### src/mtsa_pkg.sv
// ----------------------------------------------------------------------------
// mtsa_pkg: shared types, constants and helpers for the macro-tiled address
// generator. Element format codes, register indexes and the micro tile
// pixel interleave.
// ----------------------------------------------------------------------------
package mtsa_pkg;

  // Coordinate width default (range 5 to 16)
  localparam int unsigned COORD_WIDTH_DEF = 13;

  // Configuration port
  localparam int unsigned CFG_INDEX_W = 2;
  localparam int unsigned CFG_DATA_W  = 32;

  typedef enum logic [CFG_INDEX_W-1:0] {
    REG_BLOCK_FORMAT = 2'd0,
    REG_ROW_PITCH    = 2'd1,
    REG_SWIZZLE_WORD = 2'd2
  } reg_index_t;

  // Element size codes; the unused code behaves as a 32-bit element
  typedef enum logic [1:0] {
    FMT_128 = 2'd0,
    FMT_64  = 2'd1,
    FMT_32  = 2'd2
  } fmt_t;

  localparam int unsigned PITCH_W      = 14;
  localparam int unsigned TILE_SHIFT   = 5;   // macro tile is 32 elements wide
  localparam int unsigned PITCH_TILE_W = PITCH_W - TILE_SHIFT;
  localparam int unsigned ROW_SHIFT    = 4;   // macro tile is 16 rows high
  localparam int unsigned MICRO_W      = 6;   // pixel index within 8x8 micro tile
  localparam int unsigned BP_W         = 3;   // bank and pipe bits
  localparam int unsigned SWZ_LSB      = 8;
  localparam int unsigned OFFSET_W     = 32;
  localparam int unsigned LOW_BYTE_W   = 8;

  // Registered configuration as seen by the datapath
  typedef struct packed {
    logic [1:0]              format;
    logic [PITCH_TILE_W-1:0] pitch_tiles;
    logic [BP_W-1:0]         swizzle;
  } cfg_t;

  // Pixel index inside the micro tile; x and y are the low three bits
  function automatic logic [MICRO_W-1:0] micro_index(input logic [1:0] format,
                                                     input logic [2:0] x,
                                                     input logic [2:0] y);
    logic [MICRO_W-1:0] idx;
    unique case (format)
      FMT_128: idx = {y[2:1], x[2:0], y[0]};
      FMT_64:  idx = {y[2:1], x[2:1], y[0], x[0]};
      default: idx = {y[2:1], x[2], y[0], x[1:0]};
    endcase
    return idx;
  endfunction

endpackage

### src/macro_tiled_surface_address.sv
// ----------------------------------------------------------------------------
// macro_tiled_surface_address: 2D macro-tiled surface byte offset
// Maps an element coordinate (x, y) to its byte offset in a thin macro-tiled
// surface, with pipe/bank swizzle placed at offset bits 8 to 10.
// ----------------------------------------------------------------------------
//
//   channel  | dir | handshake          | payload
//   ---------+-----+--------------------+-------------------------------------
//   s_*      | in  | s_tvalid/s_tready  | s_tdata: coord_x, coord_y
//   m_*      | out | m_tvalid/m_tready  | m_tdata: byte_offset
//   cfg_*    | in  | cfg_wr_en          | cfg_index, cfg_data
//
// One item per cycle sustained while m_tready allows; the item passes three
// registers (input, tile index multiply, offset), and m_tvalid rises once it
// reaches the offset register. The multiply of pitch-in-tiles by tile row
// sets the middle stage. A stall on m_tready freezes all three stages at
// once; s_tready is high whenever the output register is empty or being
// taken.
// Reset clears the valid bits and loads the register defaults (32-bit
// elements, zero pitch, zero swizzle).
// ----------------------------------------------------------------------------
module macro_tiled_surface_address import mtsa_pkg::*; #(
  parameter int unsigned COORD_WIDTH = COORD_WIDTH_DEF
) (
  input  logic                          clk,
  input  logic                          rst,
  // slave stream
  input  logic                          s_tvalid,
  output logic                          s_tready,
  // [COORD_WIDTH-1:0] coord_x, [2*COORD_WIDTH-1:COORD_WIDTH] coord_y, zero pad
  input  logic [((2*COORD_WIDTH+7)/8)*8-1:0] s_tdata,
  // master stream
  output logic                          m_tvalid,
  input  logic                          m_tready,
  // [31:0] byte_offset
  output logic [OFFSET_W-1:0]           m_tdata,
  // configuration write port
  input  logic                          cfg_wr_en,
  input  logic [CFG_INDEX_W-1:0]        cfg_index,
  input  logic [CFG_DATA_W-1:0]         cfg_data
);

  cfg_t cfg;
  logic adv;
  logic v1;
  logic v2;

  // Configuration registers; only format bits 1:0, pitch/32 (bits 13 to 5) and swizzle bits 8 to 10 matter
  always_ff @(posedge clk) begin
    if (rst) begin
      cfg.format      <= FMT_32;
      cfg.pitch_tiles <= '0;
      cfg.swizzle     <= '0;
    end else if (cfg_wr_en) begin
      unique case (cfg_index)
        REG_BLOCK_FORMAT: cfg.format      <= cfg_data[1:0];
        REG_ROW_PITCH:    cfg.pitch_tiles <= cfg_data[PITCH_W-1:TILE_SHIFT];
        REG_SWIZZLE_WORD: cfg.swizzle     <= cfg_data[SWZ_LSB+BP_W-1:SWZ_LSB];
        default: ;  // no register at this index: drop the write
      endcase
    end
  end

  // Advance the whole pipe unless a finished item is held at the output
  assign adv      = !m_tvalid || m_tready;
  assign s_tready = adv;

  always_ff @(posedge clk) begin
    if (rst) begin
      v1       <= 1'b0;
      v2       <= 1'b0;
      m_tvalid <= 1'b0;
    end else if (adv) begin
      v1       <= s_tvalid;
      v2       <= v1;
      m_tvalid <= v2;
    end
  end

  mtsa_datapath #(
    .COORD_WIDTH(COORD_WIDTH)
  ) u_datapath (
    .clk        (clk),
    .adv        (adv),
    .cfg        (cfg),
    .coord_x    (s_tdata[COORD_WIDTH-1:0]),
    .coord_y    (s_tdata[2*COORD_WIDTH-1:COORD_WIDTH]),
    .byte_offset(m_tdata)
  );

endmodule

### src/mtsa_datapath.sv
// ----------------------------------------------------------------------------
// mtsa_datapath: three-register address pipeline
// Input register, tile index / micro index register, offset register.
// All registers advance together on adv.
// ----------------------------------------------------------------------------
module mtsa_datapath import mtsa_pkg::*; #(
  parameter int unsigned COORD_WIDTH = COORD_WIDTH_DEF
) (
  input  logic                   clk,
  input  logic                   adv,
  input  cfg_t                   cfg,
  input  logic [COORD_WIDTH-1:0] coord_x,
  input  logic [COORD_WIDTH-1:0] coord_y,
  output logic [OFFSET_W-1:0]    byte_offset
);

  localparam int unsigned TX_W   = (COORD_WIDTH > TILE_SHIFT) ? COORD_WIDTH - TILE_SHIFT : 1;
  localparam int unsigned TY_W   = COORD_WIDTH - ROW_SHIFT;
  localparam int unsigned PROD_W = PITCH_TILE_W + TY_W;
  localparam int unsigned SUM_W  = PROD_W + 1;
  localparam int unsigned WIDE_W = 16;

  // stage 1: captured coordinates
  logic [COORD_WIDTH-1:0] x_q;
  logic [COORD_WIDTH-1:0] y_q;

  // stage 2: tile number, micro index, bank-pipe bits
  logic [SUM_W-1:0]   tile_num;
  logic [MICRO_W-1:0] micro;
  logic [BP_W-1:0]    bank_pipe;

  logic [WIDE_W-1:0]  xw;
  logic [WIDE_W-1:0]  yw;
  logic [TX_W-1:0]    tile_col;
  logic [TY_W-1:0]    tile_row;
  logic [SUM_W-1:0]   tile_num_next;
  logic [BP_W-1:0]    bank_pipe_next;

  logic [OFFSET_W-1:0] tile_part;
  logic [OFFSET_W-1:0] micro_part;
  logic [OFFSET_W-1:0] lin;
  logic [OFFSET_W-1:0] byte_offset_next;

  always_comb begin
    xw       = WIDE_W'(x_q);
    yw       = WIDE_W'(y_q);
    tile_col = TX_W'(x_q >> TILE_SHIFT);
    tile_row = TY_W'(y_q >> ROW_SHIFT);
    tile_num_next = SUM_W'(PROD_W'(cfg.pitch_tiles) * PROD_W'(tile_row)) + SUM_W'(tile_col);
    // bank = {x4^y4, y5^x3}, pipe = x3^y3, then swizzle
    bank_pipe_next = {xw[4] ^ yw[4], yw[5] ^ xw[3], xw[3] ^ yw[3]} ^ cfg.swizzle;
  end

  always_ff @(posedge clk) begin
    if (adv) begin
      x_q       <= coord_x;
      y_q       <= coord_y;
      tile_num  <= tile_num_next;
      micro     <= micro_index(cfg.format, xw[2:0], yw[2:0]);
      bank_pipe <= bank_pipe_next;
    end
  end

  // Linear address: tile number times an eighth of the tile bytes plus element offset
  always_comb begin
    unique case (cfg.format)
      FMT_128: begin
        tile_part  = OFFSET_W'(tile_num) << 10;
        micro_part = OFFSET_W'(micro) << 4;
      end
      FMT_64: begin
        tile_part  = OFFSET_W'(tile_num) << 9;
        micro_part = OFFSET_W'(micro) << 3;
      end
      default: begin
        tile_part  = OFFSET_W'(tile_num) << 8;
        micro_part = OFFSET_W'(micro) << 2;
      end
    endcase
    lin = tile_part + micro_part;
    // open a gap at bits 8 to 10 for the bank-pipe bits
    byte_offset_next = {lin[OFFSET_W-BP_W-1:LOW_BYTE_W], bank_pipe, lin[LOW_BYTE_W-1:0]};
  end

  always_ff @(posedge clk) begin
    if (adv) begin
      byte_offset <= byte_offset_next;
    end
  end

endmodule

### config.mk
export PLATFORM = sky130hd
export DESIGN_NAME = macro_tiled_surface_address
export DESIGN_NICKNAME = d
export VERILOG_FILES = /design/src/mtsa_pkg.sv /design/src/macro_tiled_surface_address.sv /design/src/mtsa_datapath.sv
export SDC_FILE = /design/constraint.sdc
export NUM_CORES = 1
export LEC_CHECK = 0
export BUFFER_PORTS_ARGS = -buffer_cell sky130_fd_sc_hd__buf_4
export CAP_MARGIN = 10
export CORE_UTILIZATION = 40
export DETAILED_ROUTE_END_ITERATION = 10
export PLACE_DENSITY = 0.6
export SYNTH_ARGS = -nofsm -noshare
export SYNTH_HDL_FRONTEND = slang
export SYNTH_SLANG_ARGS = --single-unit
### constraint.sdc
create_clock -name clk -period 4.9 [get_ports clk]
set_input_delay 0.245 -clock clk [delete_from_list [all_inputs] [get_ports clk]]
set_output_delay 0.245 -clock clk [all_outputs]
set_load 0.03 [all_outputs]
* After elaboration in Yosys (flattened, before gate mapping)
Index checks and enable logic that the tools add are counted.
** Storage, ports and cells
- Register bits after elaboration :: 103
- Bits in latches :: 0
- Bits in writable memories :: 0
- ROM bits :: 0
- Input port bits :: 71
- Output and inout bits :: 34
- Logic and storage cells :: 32
- Memories :: 0
** Operators by class
- Add/sub/neg operators :: 2
- $mul :: 1
- Divide/modulo/power cells :: 0
- Order comparisons :: 0
- Equal/unequal tests :: 3
- Shift operators :: 0
- Multiplexer cells :: 3
- Bitwise logic cells :: 4
- Reductions and logical operators :: 7
** Operators by type and width (number)
- 29-bit one-hot mux with 2 select lines :: 1
- 29-bit by 10-bit adder with 29-bit output :: 1
- 10-bit one-hot mux with 2 select lines :: 1
- 18-bit by 8-bit adder with 19-bit output :: 1
- 9-bit by 9-bit multiplier with 18-bit output :: 1
- 3-bit one-hot mux with 2 select lines :: 1
- 2-bit AND reduction :: 3
- 2-bit by 1-bit == test with 1-bit output, second input constant :: 2
- 2-bit logical NOT :: 2
- 1-bit bitwise XOR :: 3
- 3-bit bitwise XOR :: 1
- 2-bit == test, second input constant :: 1
- 1-bit logical NOT :: 1
- 1-bit logical OR :: 1

* Depth between registers and ports, before layout
Gate-level depths: netlist (run 1).
- Word-level depth :: 3
- Gate-level depth with buffers :: 20
- Mapped depth without buffers :: 18

* By module
A second synthesis (run 1) with hierarchy kept.
** Second synthesis, totals
- Cell total of the unflattened synthesis :: 699
- Area total of the unflattened synthesis :: 7473.4 µm²
** Modules (own cells, without submodules)
- mtsa_datapath :: times used 1, cells each 630, area each 6857.8 µm²
- macro_tiled_surface_address :: times used 1, cells each 69, area each 615.6 µm²

* Worst setup path before layout (run 1)
OpenSTA, ideal clock, no wires.
- Kind :: register to register
- Start point :: reg u_datapath.y_q[5]
- End point :: reg u_datapath.tile_num[16] (data pin)
- Library setup time :: 0.265 ns
- Arrival :: 4.975 ns
- Setup slack :: -0.340 ns
- Cell stages (with the launch flop) :: 21
- Buffers on the path :: 2
- Period minus slack after synthesis :: 5.240 ns
- Cell sequence :: edfxtp_1 clkbuf_1 nand2_1 fa_1 inv_1 fa_1 inv_1 fa_1 inv_1 fa_1 inv_1 fa_1 inv_1 ha_1 clkbuf_1 a21o_1 a2111oi_0 o31ai_1 a21oi_1 o21ai_0 xor2_1
** Between the ends
- Cells in the longest elaborated chain, start to end :: 2
** RTL lines
- from (decl) :: line mtsa_datapath.sv:25 : logic [COORD_WIDTH-1:0] y_q;
- from (signal assigned) :: line mtsa_datapath.sv:57 : y_q <= coord_y;
- 9-bit by 9-bit multiplier with 18-bit output :: line mtsa_datapath.sv:49 : tile_num_next = SUM_W'(PROD_W'(cfg.pitch_tiles) * PROD_W'(tile_row)) + SUM_W'(tile_col);
- 18-bit by 8-bit adder with 19-bit output :: line mtsa_datapath.sv:49
- via u_datapath.tile_num_next[16] :: line mtsa_datapath.sv:36 : logic [SUM_W-1:0] tile_num_next;
- to (signal assigned) :: line mtsa_datapath.sv:58 : tile_num <= tile_num_next;
- to (decl) :: line mtsa_datapath.sv:28 : logic [SUM_W-1:0] tile_num;
The timed path passes the listed nets, and every way through them passes these cells.
A chain may end at the register's enable or synchronous reset.

* Worst setup path in the final report (run 1)
- Start point :: reg u_datapath.y_q[6]
- End point :: reg u_datapath.tile_num[18] (data pin)
Same word-level chain as after synthesis.

==> results.sh, run 1 <==
export IMPL_status="finished, final reports clean"
export IMPL_cpMaxStageDelayCell="fa_1"
export IMPL_dieArea_um2=19400
export IMPL_die_w_um=139
export IMPL_overflow=0
export IMPL_syn_inst=685
export IMPL_hp_class="input pin to register"
export IMPL_start_kind="register"
export IMPL_area_growth_pct=21.1
export IMPL_ys_ff_latch=101
export IMPL_antenna_found_initial=0
export IMPL_numPortBuffers=75
export IMPL_wire_per_inst_um=14.0
export IMPL_holdPathStages=1
export IMPL_setup_tns_final_ps=0
export IMPL_slew_headroom_pct=41.0
export IMPL_yosys_area_top_type="edfxtp_1"
export IMPL_clock_sinks=101
export IMPL_post_place_cells=999
export IMPL_grt_pass1_wl_um=23500
export IMPL_postLayoutCellArea_um2=9130
export IMPL_yosysMostFrequentCell="edfxtp_1"
export IMPL_path_cells="nand2_4, fa_1, inv_1, fa_1, inv_1, fa_1, inv_1, fa_1, inv_1, fa_1, inv_2, ha_4, a21o_4, a221oi_2, o21ai_2, a2111oi_2, nor3_1, xor2_1"
export IMPL_cp_required_ps=4990
export IMPL_routabilityCongestion=0.877
export IMPL_route_detailed_drc=0
export IMPL_start_util_pct=41.4
export IMPL_synth_edf_count=84
export IMPL_finalPower_mw=2.45
export IMPL_p_leak_nw=4.32
export IMPL_syn_avg_cell_area_um2=11.0
export IMPL_synthDistinctLibCells=54
export IMPL_pwr_share_comb_pct=25.9
export IMPL_drtIter0Drc=284
export IMPL_synth_warnings=0
export IMPL_path_clk_slew_ps=80
export IMPL_final_net_count=978
export IMPL_p_switching_mw=0.759
export IMPL_post_route_period_util_pct=99.3
export IMPL_io_pins=105
export IMPL_synth_top_area_share_pct=33.5
export IMPL_slew_viol_final=0
export IMPL_avgViaCountPerCell=4.96
export IMPL_place_area_um2=8550
export IMPL_clock_path_buffers=2
export IMPL_synthTopCellsByArea="edfxtp_1 33%, fa_1 15%, ha_1 9.8%"
export IMPL_clk_latency_ps=350
export IMPL_synth_seq_area_share_pct=38.0
export IMPL_synth_main_ff_cell="edfxtp_1"
export IMPL_worstPathMaxFanout=4
export IMPL_criticalPathCategory="register to register"
export IMPL_vias=5093
export IMPL_p_seq_share_pct=45.9
export IMPL_reg2reg_slack_ps=40
export IMPL_power_density_nw_per_um2=269
export IMPL_slowest_delay_ps=530
export IMPL_grt_usage_pct=15.0
export IMPL_cts_root_buf="clkbuf_16"
export IMPL_maxCapViolCount=0
export IMPL_grt_max_degree=51
export IMPL_first_global_vias=5085
export IMPL_whs_ps=63.6
export IMPL_max_freq_mhz=206
export IMPL_cts_tree="built"
export IMPL_worstMarginPinSlew_ps=884
export IMPL_netlist_area_um2=7540
export IMPL_final_min_clock_period_ps=4860
export IMPL_core_area_um2=18200
export IMPL_skew_ps=10.3
export IMPL_arrival_ps=4960
export IMPL_stdcell_count=1026
export IMPL_ys_async_sr_fraction_pct=0
export IMPL_worst_r2r_cell_count=18
export IMPL_postRouteAntennaNets=0
export IMPL_dp_hpwl_um=11000
export IMPL_hold_viol_final=0
export IMPL_critPathMostFrequentCell="fa_1"
export IMPL_wl_um=14300
export IMPL_power_switching_share_pct=30.9
export IMPL_peakVddDrop_v=0.000212
export IMPL_cts_made_buffers=9
export IMPL_setup_viol=0
export IMPL_hold_buffers=0
export IMPL_clkPwrFrac_pct=28.2
export IMPL_p_int_mw=1.69
export IMPL_rsz0062_at_grt="true"
export IMPL_drtPass1Iterations=4
export IMPL_yosys_top_cells_count="84 x edfxtp_1, 68 x inv_1, 66 x nand2_1"
export IMPL_crit_path_end_kind="register"
export IMPL_n_antenna_cell=0
export IMPL_htreeDepth=3
export IMPL_layout_drive_gt1_share_pct=23.3
export IMPL_die_h_um=139
export IMPL_rows=49
-- state kept, by name, indices dropped and copies added, names as in the netlist --
signal                  cells
u_datapath.micro            6
v2                          1
u_datapath.y_q             13
m_tvalid                    1
u_datapath.tile_num        19
u_datapath.x_q             13
v1                          1
cfg                        14
u_datapath.byte_offset     30
u_datapath.bank_pipe        3
-- path summary, 6_finish.rpt --
| check | end | startpoint |
|---|---|---|
| min reg2reg | u_datapath.byte_offset[9] | u_datapath.bank_pipe[1] |
| max | u_datapath.tile_num[18] | u_datapath.y_q[6] |
| max reg2reg | u_datapath.tile_num[18] | u_datapath.y_q[6] |
| min | u_datapath.x_q[10] | s_tdata[10] |
-- cell usage in the layout (no fill, tap or decap), types with 3 or more instances in the layout --
master       n
nand2b_1     5
nor3b_1      3
o21ai_0     18
xor2_1      15
a21o_1      12
a21oi_1     14
nand3_1     13
edfxtp_1    84
ha_4         6
fa_1        55
and2_1      47
nand2_1     65
mux2_2       8
a211o_1      3
a21oi_2      5
mux2i_1     39
nor3_1       6
buf_4      120
xnor2_1     25
o21a_1       5
clkbuf_16    9
ha_1        53
and3_1       9
nor2_1      31
inv_1       67
dfxtp_1     15
a211oi_1     4
o21ai_2      5
-- timing repair --
item	in CTS	in global routing
pin swaps	2	22
buffers inserted	2	9
gates resized for setup	5	34
endpoints found under the setup margin	3	8
-- power groups by stage --
stage	logic, mW	clock network (mW)	registers [mW]
2_1_floorplan	0.324	0	1.22
3_3_place_gp	0.587	0	1.14
3_5_place_dp	0.590	0	1.15
4_1_cts	0.601	0.719	1.13
5_1_grt	0.700	0.748	1.14
6_report	0.636	0.691	1.13
-- kinds of logic (layout without fill, tap and decap cells) --
kind of cell	Yosys count	after routing	synth area share, %
adder cells (fa/ha/maj)	115	115	24.7
multiplexers	48	48	6.67
flip-flops	101	101	38.0
other	1	2	0.0497
buffers and inverters	96	207	5.26
XOR/XNOR	40	40	4.65
AND/OR/NAND/NOR	197	197	13.2
AO/OA/AOI/OAI	87	87	7.52
-- stage by stage --
stage,worst slack (ps),util (%)
3_5_place_dp,-76.3,47.0
2_1_floorplan,30.0,-
6_report,36.5,50.1
5_1_grt,-140,50.1
3_3_place_gp,-47.9,47.0
4_1_cts,23.2,48.8
-- worst max-delay path, delay by kind of cell, from the launching register on --
kind                       cells  cell delay, ps
adders and majority gates      6            2640
buffers and inverters          5             240
DFF                            1             490
and+or+nand+nor                2             180
AOI/OAI and AO/OA              4             920
xor gates and xnor gates       1             150
-- metal layers --
layer | up-vias | track usage (%) | wire length [um]
met5 | - | 0 | 0
met4 | 0 | 5.15 | 131
met3 | 10 | 3.37 | 591
met2 | 99 | 25.7 | 7080
met1 | 2436 | 18.7 | 6540
li1 | 2548 | - | -
-- layout make-up --
cell class | count | area, um2
Inverter | 69 | 259
Tap cell | 229 | 287
Timing Repair Buffer | 122 | 923
Fill cell | 1612 | 9080
Clock inverter | 7 | 65.1
Multi-Input combinational cell | 489 | 4500
Clock buffer | 9 | 225
Sequential cell | 101 | 2870
Power figures use the tool's default switching activity.
==> run 2, diff against run 1 <==
- BUFFER_PORTS_ARGS: -buffer_cell sky130_fd_sc_hd__buf_4 -> -buffer_cell sky130_fd_sc_hd__buf_2
- PLACE_DENSITY: 0.6 -> 0.58
- RECOVER_POWER: default -> 100
- clock period: 4.9 -> 5.6 ns (I/O delays scaled with it)
==> run 2 against run 1 <==
The run now ends with max-capacitance violations, max-slew violations left. Register-to-register slack improved by 180 ps. Non-clock buffer count shrank 33. First-iteration DRC count decreased by 30%. Critical path type unchanged. Critical endpoint unchanged.
==> results.sh, run 2 (same netlist as run 1, synthesis figures left out) <==
export IMPL_status="complete, but fails checks"
export IMPL_violations="max-capacitance violations, max-slew violations"
export IMPL_die_w_um=139
export IMPL_route_detailed_drc=0
export IMPL_largest_registers="u_datapath.byte_offset (30), u_datapath.tile_num (19), cfg (14)"
export IMPL_slew_viol_final=146
export IMPL_hold_viol_final=0
export IMPL_path_clk_slew_ps=70
export IMPL_core_area_um2=18200
export IMPL_worstPathMaxFanout=9
export IMPL_final_net_count=945
export IMPL_drtIter0Drc=199
export IMPL_largest_reg_flops=30
export IMPL_crit_start="u_datapath.y_q[9]"
export IMPL_die_h_um=139
export IMPL_antenna_found_initial=0
export IMPL_clk_latency_ps=350
export IMPL_area_growth_pct=11.9
export IMPL_rsz0062_at_grt="false"
export IMPL_vias=4941
export IMPL_criticalPathCategory="register to register"
export IMPL_rows=49
export IMPL_skew_ps=4.79
export IMPL_slew_headroom_pct=-67.8
export IMPL_crit_path_end_kind="register"
export IMPL_stdcell_count=993
export IMPL_largest_register="u_datapath.byte_offset"
export IMPL_setup_viol=0
export IMPL_whs_ps=99.3
export IMPL_maxCapViolCount=3
export IMPL_grt_usage_pct=15.0
export IMPL_routabilityCongestion=0.875
export IMPL_dp_hpwl_um=10800
export IMPL_r2r_end="u_datapath.tile_num[18]"
export IMPL_post_cts_resized=0
export IMPL_n_antenna_cell=0
export IMPL_final_min_clock_period_ps=5380
export IMPL_setup_tns_final_ps=0
export IMPL_layout_drive_gt1_share_pct=10.9
export IMPL_postRouteAntennaNets=0
export IMPL_p_leak_nw=3.96
export IMPL_drtPass1Iterations=5
export IMPL_holdPathStages=1
export IMPL_cp_required_ps=5690
export IMPL_reg2reg_from="u_datapath.y_q[9]"
export IMPL_cts_tree="built"
export IMPL_worst_r2r_cell_count=15
export IMPL_layout_commonest_cell="edfxtp_1"
export IMPL_wire_per_inst_um=13.9
export IMPL_post_route_period_util_pct=96.1
export IMPL_io_pins=105
export IMPL_post_place_cells=977
export IMPL_clock_sinks=101
export IMPL_finalCoreUtilization_pct=46.3
export IMPL_cts_root_buf="clkbuf_16"
export IMPL_pre_cts_ws_ps=291
export IMPL_setup_ws_ps=218
export IMPL_dieArea_um2=19400
export IMPL_grt_pass1_wl_um=23500
export IMPL_layout_common_cells="84 x edfxtp_1, 69 x inv_1, 66 x nand2_1, 59 x ha_1, 56 x fa_1"
export IMPL_clock_path_buffers=2
export IMPL_numPortBuffers=75
export IMPL_avgViaCountPerCell=4.98
export IMPL_first_global_vias=5052
export IMPL_start_util_pct=41.4
export IMPL_hold_buffers=0
export IMPL_crit_path_end="u_datapath.tile_num[18]"
export IMPL_grt_max_degree=55
export IMPL_cts_made_buffers=9
export IMPL_peakVddDrop_v=0.000160
export IMPL_max_freq_mhz=186
export IMPL_power_density_nw_per_um2=247
export IMPL_start_kind="register"
export IMPL_htreeDepth=3
export IMPL_post_cts_buffers=0
export IMPL_hp_class="input pin to register"
export IMPL_overflow=0
export IMPL_arrival_ps=5470
export IMPL_worstMarginPinSlew_ps=2520
export IMPL_wl_um=13800
export IMPL_reg2reg_slack_ps=220
[run 2: changes by cell type in the layout (fill, tap and decap cells not counted), sizes merged]
cell,delta
buf,-68
clkbuf,+36
clkinvlp,-1
bufinv,+1
inv,-1
[run 2: worst max-delay path, cell delays in order, from the launching register on]
cell	delay (ps)
edfxtp_1	530
and2_0	250
fa_1	560
inv_1	60
fa_1	460
fa_1	540
inv_1	50
fa_1	470
ha_1	310
ha_1	370
and3_1	190
a221oi_1	300
o21ai_0	160
a2111oi_0	570
nor3_1	130
xor2_1	170
[run 2: power by group]
group | total [mW] | internal (mW) | switching, mW
clock network | 0.639 | 0.354 | 0.285
registers | 0.984 | 0.922 | 0.0627
logic | 0.458 | 0.174 | 0.284
[run 2: cell type report]
class / instances / area [um2]
clock buffers: 10 / 229
fillers: 1725 / 9780
clock inverters: 6 / 80.1
multi-input cells: 489 / 4280
repair buffers: 89 / 432
well taps: 229 / 287
flip-flops and latches: 101 / 2860
inverters: 69 / 259
[run 2: worst min path at each step]
stage / start / end / slack, ps
after floorplan: s_tdata[0] / u_datapath.x_q[0] / 380
after global placement: u_datapath.x_q[2] / u_datapath.micro[3] / 400
after detailed placement: u_datapath.bank_pipe[2] / u_datapath.byte_offset[10] / 400
after CTS: s_tdata[16] / u_datapath.y_q[3] / 80
after global routing: s_tdata[16] / u_datapath.y_q[3] / 80
final: s_tdata[16] / u_datapath.y_q[3] / 100
[run 2: layer usage]
metal  wire length, um  GRT usage [%]
met5                 0              0
met2              6470           25.1
met1              6540           19.5
met3               596           3.27
met4               214           4.68
[run 2: metrics by stage]
stage / total power [mW] / instance area, um2
after floorplan: 1.34 / 7540
after global placement: 1.46 / 8180
after detailed placement: 1.47 / 8180
after CTS: 2.12 / 8490
after global routing: 2.20 / 8430
final: 2.08 / 8430
==> run 3, diff against run 2 <==
- CORE_UTILIZATION: 40 -> 50
- PLACE_DENSITY: 0.58 -> 0.7
- SYNTH_HIERARCHICAL: default -> 1
==> run 3 against run 2 <==
The flow still finishes with violations (max-capacitance violations, max-slew violations). Total power fell by 1.3%. Sequential share of layout area increased by 0.82 points. Clock-buffer cell count down 1. Combinational power is 13% lower. Clock skew rose by 2.7 ps. Wire length fell by 9.9%. Largest cell class unchanged. Largest power group unchanged.
==> results.sh, run 3 <==
export IMPL_hold_buffers=0
export IMPL_syn_avg_cell_area_um2=10.7
export IMPL_cts_made_buffers=9
export IMPL_n_antenna_cell=0
export IMPL_core_area_um2=14500
export IMPL_cpMaxStageDelayCell="fa_1"
export IMPL_criticalPathCategory="register to register"
export IMPL_path_delay_family="adder cells"
export IMPL_drtIter0Drc=218
export IMPL_slew_headroom_pct=-192
export IMPL_ys_ff_latch=101
export IMPL_wire_per_inst_um=13.1
export IMPL_synth_warnings=6
export IMPL_post_route_period_util_pct=94.0
export IMPL_layout_drive_gt1_share_pct=8.98
export IMPL_largest_register="u_datapath/byte_offset"
export IMPL_setup_viol=0
export IMPL_avgViaCountPerCell=5.11
export IMPL_worstMarginPinSlew_ps=4380
export IMPL_grt_usage_pct=17.0
export IMPL_layout_commonest_cell="nand2_1"
export IMPL_io_pins=105
export IMPL_antenna_found_initial=0
export IMPL_crit_buf_inv=2
export IMPL_synth_main_ff_cell="edfxtp_1"
export IMPL_routabilityCongestion=0.877
export IMPL_route_detailed_drc=0
export IMPL_layout_common_cells="94 x nand2_1, 84 x edfxtp_1, 83 x inv_1, 59 x ha_1, 56 x fa_1"
export IMPL_whs_ps=101
export IMPL_die_h_um=124
export IMPL_skew_ps=7.45
export IMPL_cp_required_ps=5700
export IMPL_clk_latency_ps=350
export IMPL_synthDistinctLibCells=58
export IMPL_dp_hpwl_um=9680
export IMPL_synthTopCellsByArea="edfxtp_1 34%, fa_1 15%, ha_1 9.9%"
export IMPL_slowest_delay_ps=550
export IMPL_slew_viol_final=170
export IMPL_violations="max-capacitance violations, max-slew violations"
export IMPL_final_net_count=949
export IMPL_start_util_pct=51.4
export IMPL_arrival_ps=5360
export IMPL_hold_viol_final=0
export IMPL_hp_class="input pin to register"
export IMPL_status="complete, but fails checks"
export IMPL_rsz0062_at_grt="false"
export IMPL_cts_tree="built"
export IMPL_wl_um=12500
export IMPL_critPathMostFrequentCell="fa_1"
export IMPL_largest_registers="u_datapath/byte_offset (30), u_datapath/tile_num (19), cfg (14)"
export IMPL_post_cts_buffers=0
export IMPL_postRouteAntennaNets=0
export IMPL_grt_max_degree=89
export IMPL_overflow=0
export IMPL_die_w_um=124
export IMPL_drtPass1Iterations=4
export IMPL_vias=4866
export IMPL_numPortBuffers=75
export IMPL_setup_tns_final_ps=0
export IMPL_clock_sinks=101
export IMPL_path_clk_slew_ps=70
export IMPL_largest_reg_flops=30
export IMPL_yosys_area_top_type="edfxtp_1"
export IMPL_synth_edf_count=84
export IMPL_rows=44
export IMPL_peakVddDrop_v=0.000227
export IMPL_first_global_vias=4869
export IMPL_finalCoreUtilization_pct=56.7
export IMPL_synth_seq_area_share_pct=38.3
export IMPL_synth_top_area_share_pct=33.8
export IMPL_clock_path_buffers=2
export IMPL_yosysMostFrequentCell="nand2_1"
export IMPL_crit_path_end_kind="register"
export IMPL_syn_inst=699
export IMPL_final_min_clock_period_ps=5260
export IMPL_dieArea_um2=15400
export IMPL_yosys_top_cells_count="94 x nand2_1, 84 x edfxtp_1, 83 x inv_1"
export IMPL_grt_pass1_wl_um=21600
export IMPL_worstPathMaxFanout=9
export IMPL_ys_async_sr_fraction_pct=0
export IMPL_post_cts_resized=0
export IMPL_cts_root_buf="clkbuf_16"
export IMPL_p_leak_nw=3.67
export IMPL_finalPower_mw=2.05
export IMPL_area_growth_pct=10.2
export IMPL_htreeDepth=3
export IMPL_start_kind="register"
export IMPL_path_cells="and2_0, fa_1, fa_1, fa_1, inv_1, fa_1, inv_1, ha_1, ha_1, and2_1, a221o_1, or3_1, o21ai_1, a21boi_0, o31a_1"
export IMPL_max_freq_mhz=190
export IMPL_power_density_nw_per_um2=249
export IMPL_netlist_area_um2=7470
export IMPL_maxCapViolCount=3
## run 3: final cells by class
class	instances	area (um2)
multi-input combinational	490	4150
clock inverter	7	106
sequential	101	2860
fill	1298	6300
timing repair buffer	78	345
inverter	83	312
tap	184	230
clock buffer	9	225
## run 3: kinds of logic after synthesis
family / count (synthesis) / synth area share, %
other cells: 1 / 0.0502
xor+xnor: 40 / 4.69
mux: 39 / 5.34
fa+ha+maj: 115 / 24.9
compound gates: 85 / 7.07
flops: 101 / 38.3
buf+inv: 109 / 6.03
simple gates: 209 / 13.6
## run 3: power by group
part	leakage (nW)	internal (mW)	total [mW]	switching, mW
Combinational	2.46	0.150	0.398	0.248
Sequential	1.06	0.918	0.986	0.0672
Clock	0.159	0.397	0.671	0.273
## run 3: per-stage QoR
stage	cells	setup slack [ps]	cell area, um2
detailed placement	936	345	7980
floorplan	700	636	7480
CTS	952	319	8310
global placement	936	392	7980
global route	952	45.7	8240
finish	952	336	8240
## run 3: final timing paths
kind / from / to / slack, ps / cells after the start
worst min register to register: u_datapath/x_q[2] / u_datapath/micro[3] / 410 / 0
worst max register to register: u_datapath/y_q[12] / u_datapath/tile_num[16] / 340 / 15
worst min-delay path: s_tdata[16] / u_datapath/y_q[3] / 100 / 1
worst max-delay path: u_datapath/y_q[12] / u_datapath/tile_num[16] / 340 / 15
## run 3: routing by layer
layer	track usage [%]	share of wire, %
met4	5.17	1.4
met3	3.65	3.7
met2	29.9	49
met5	0	0
met1	20.8	46
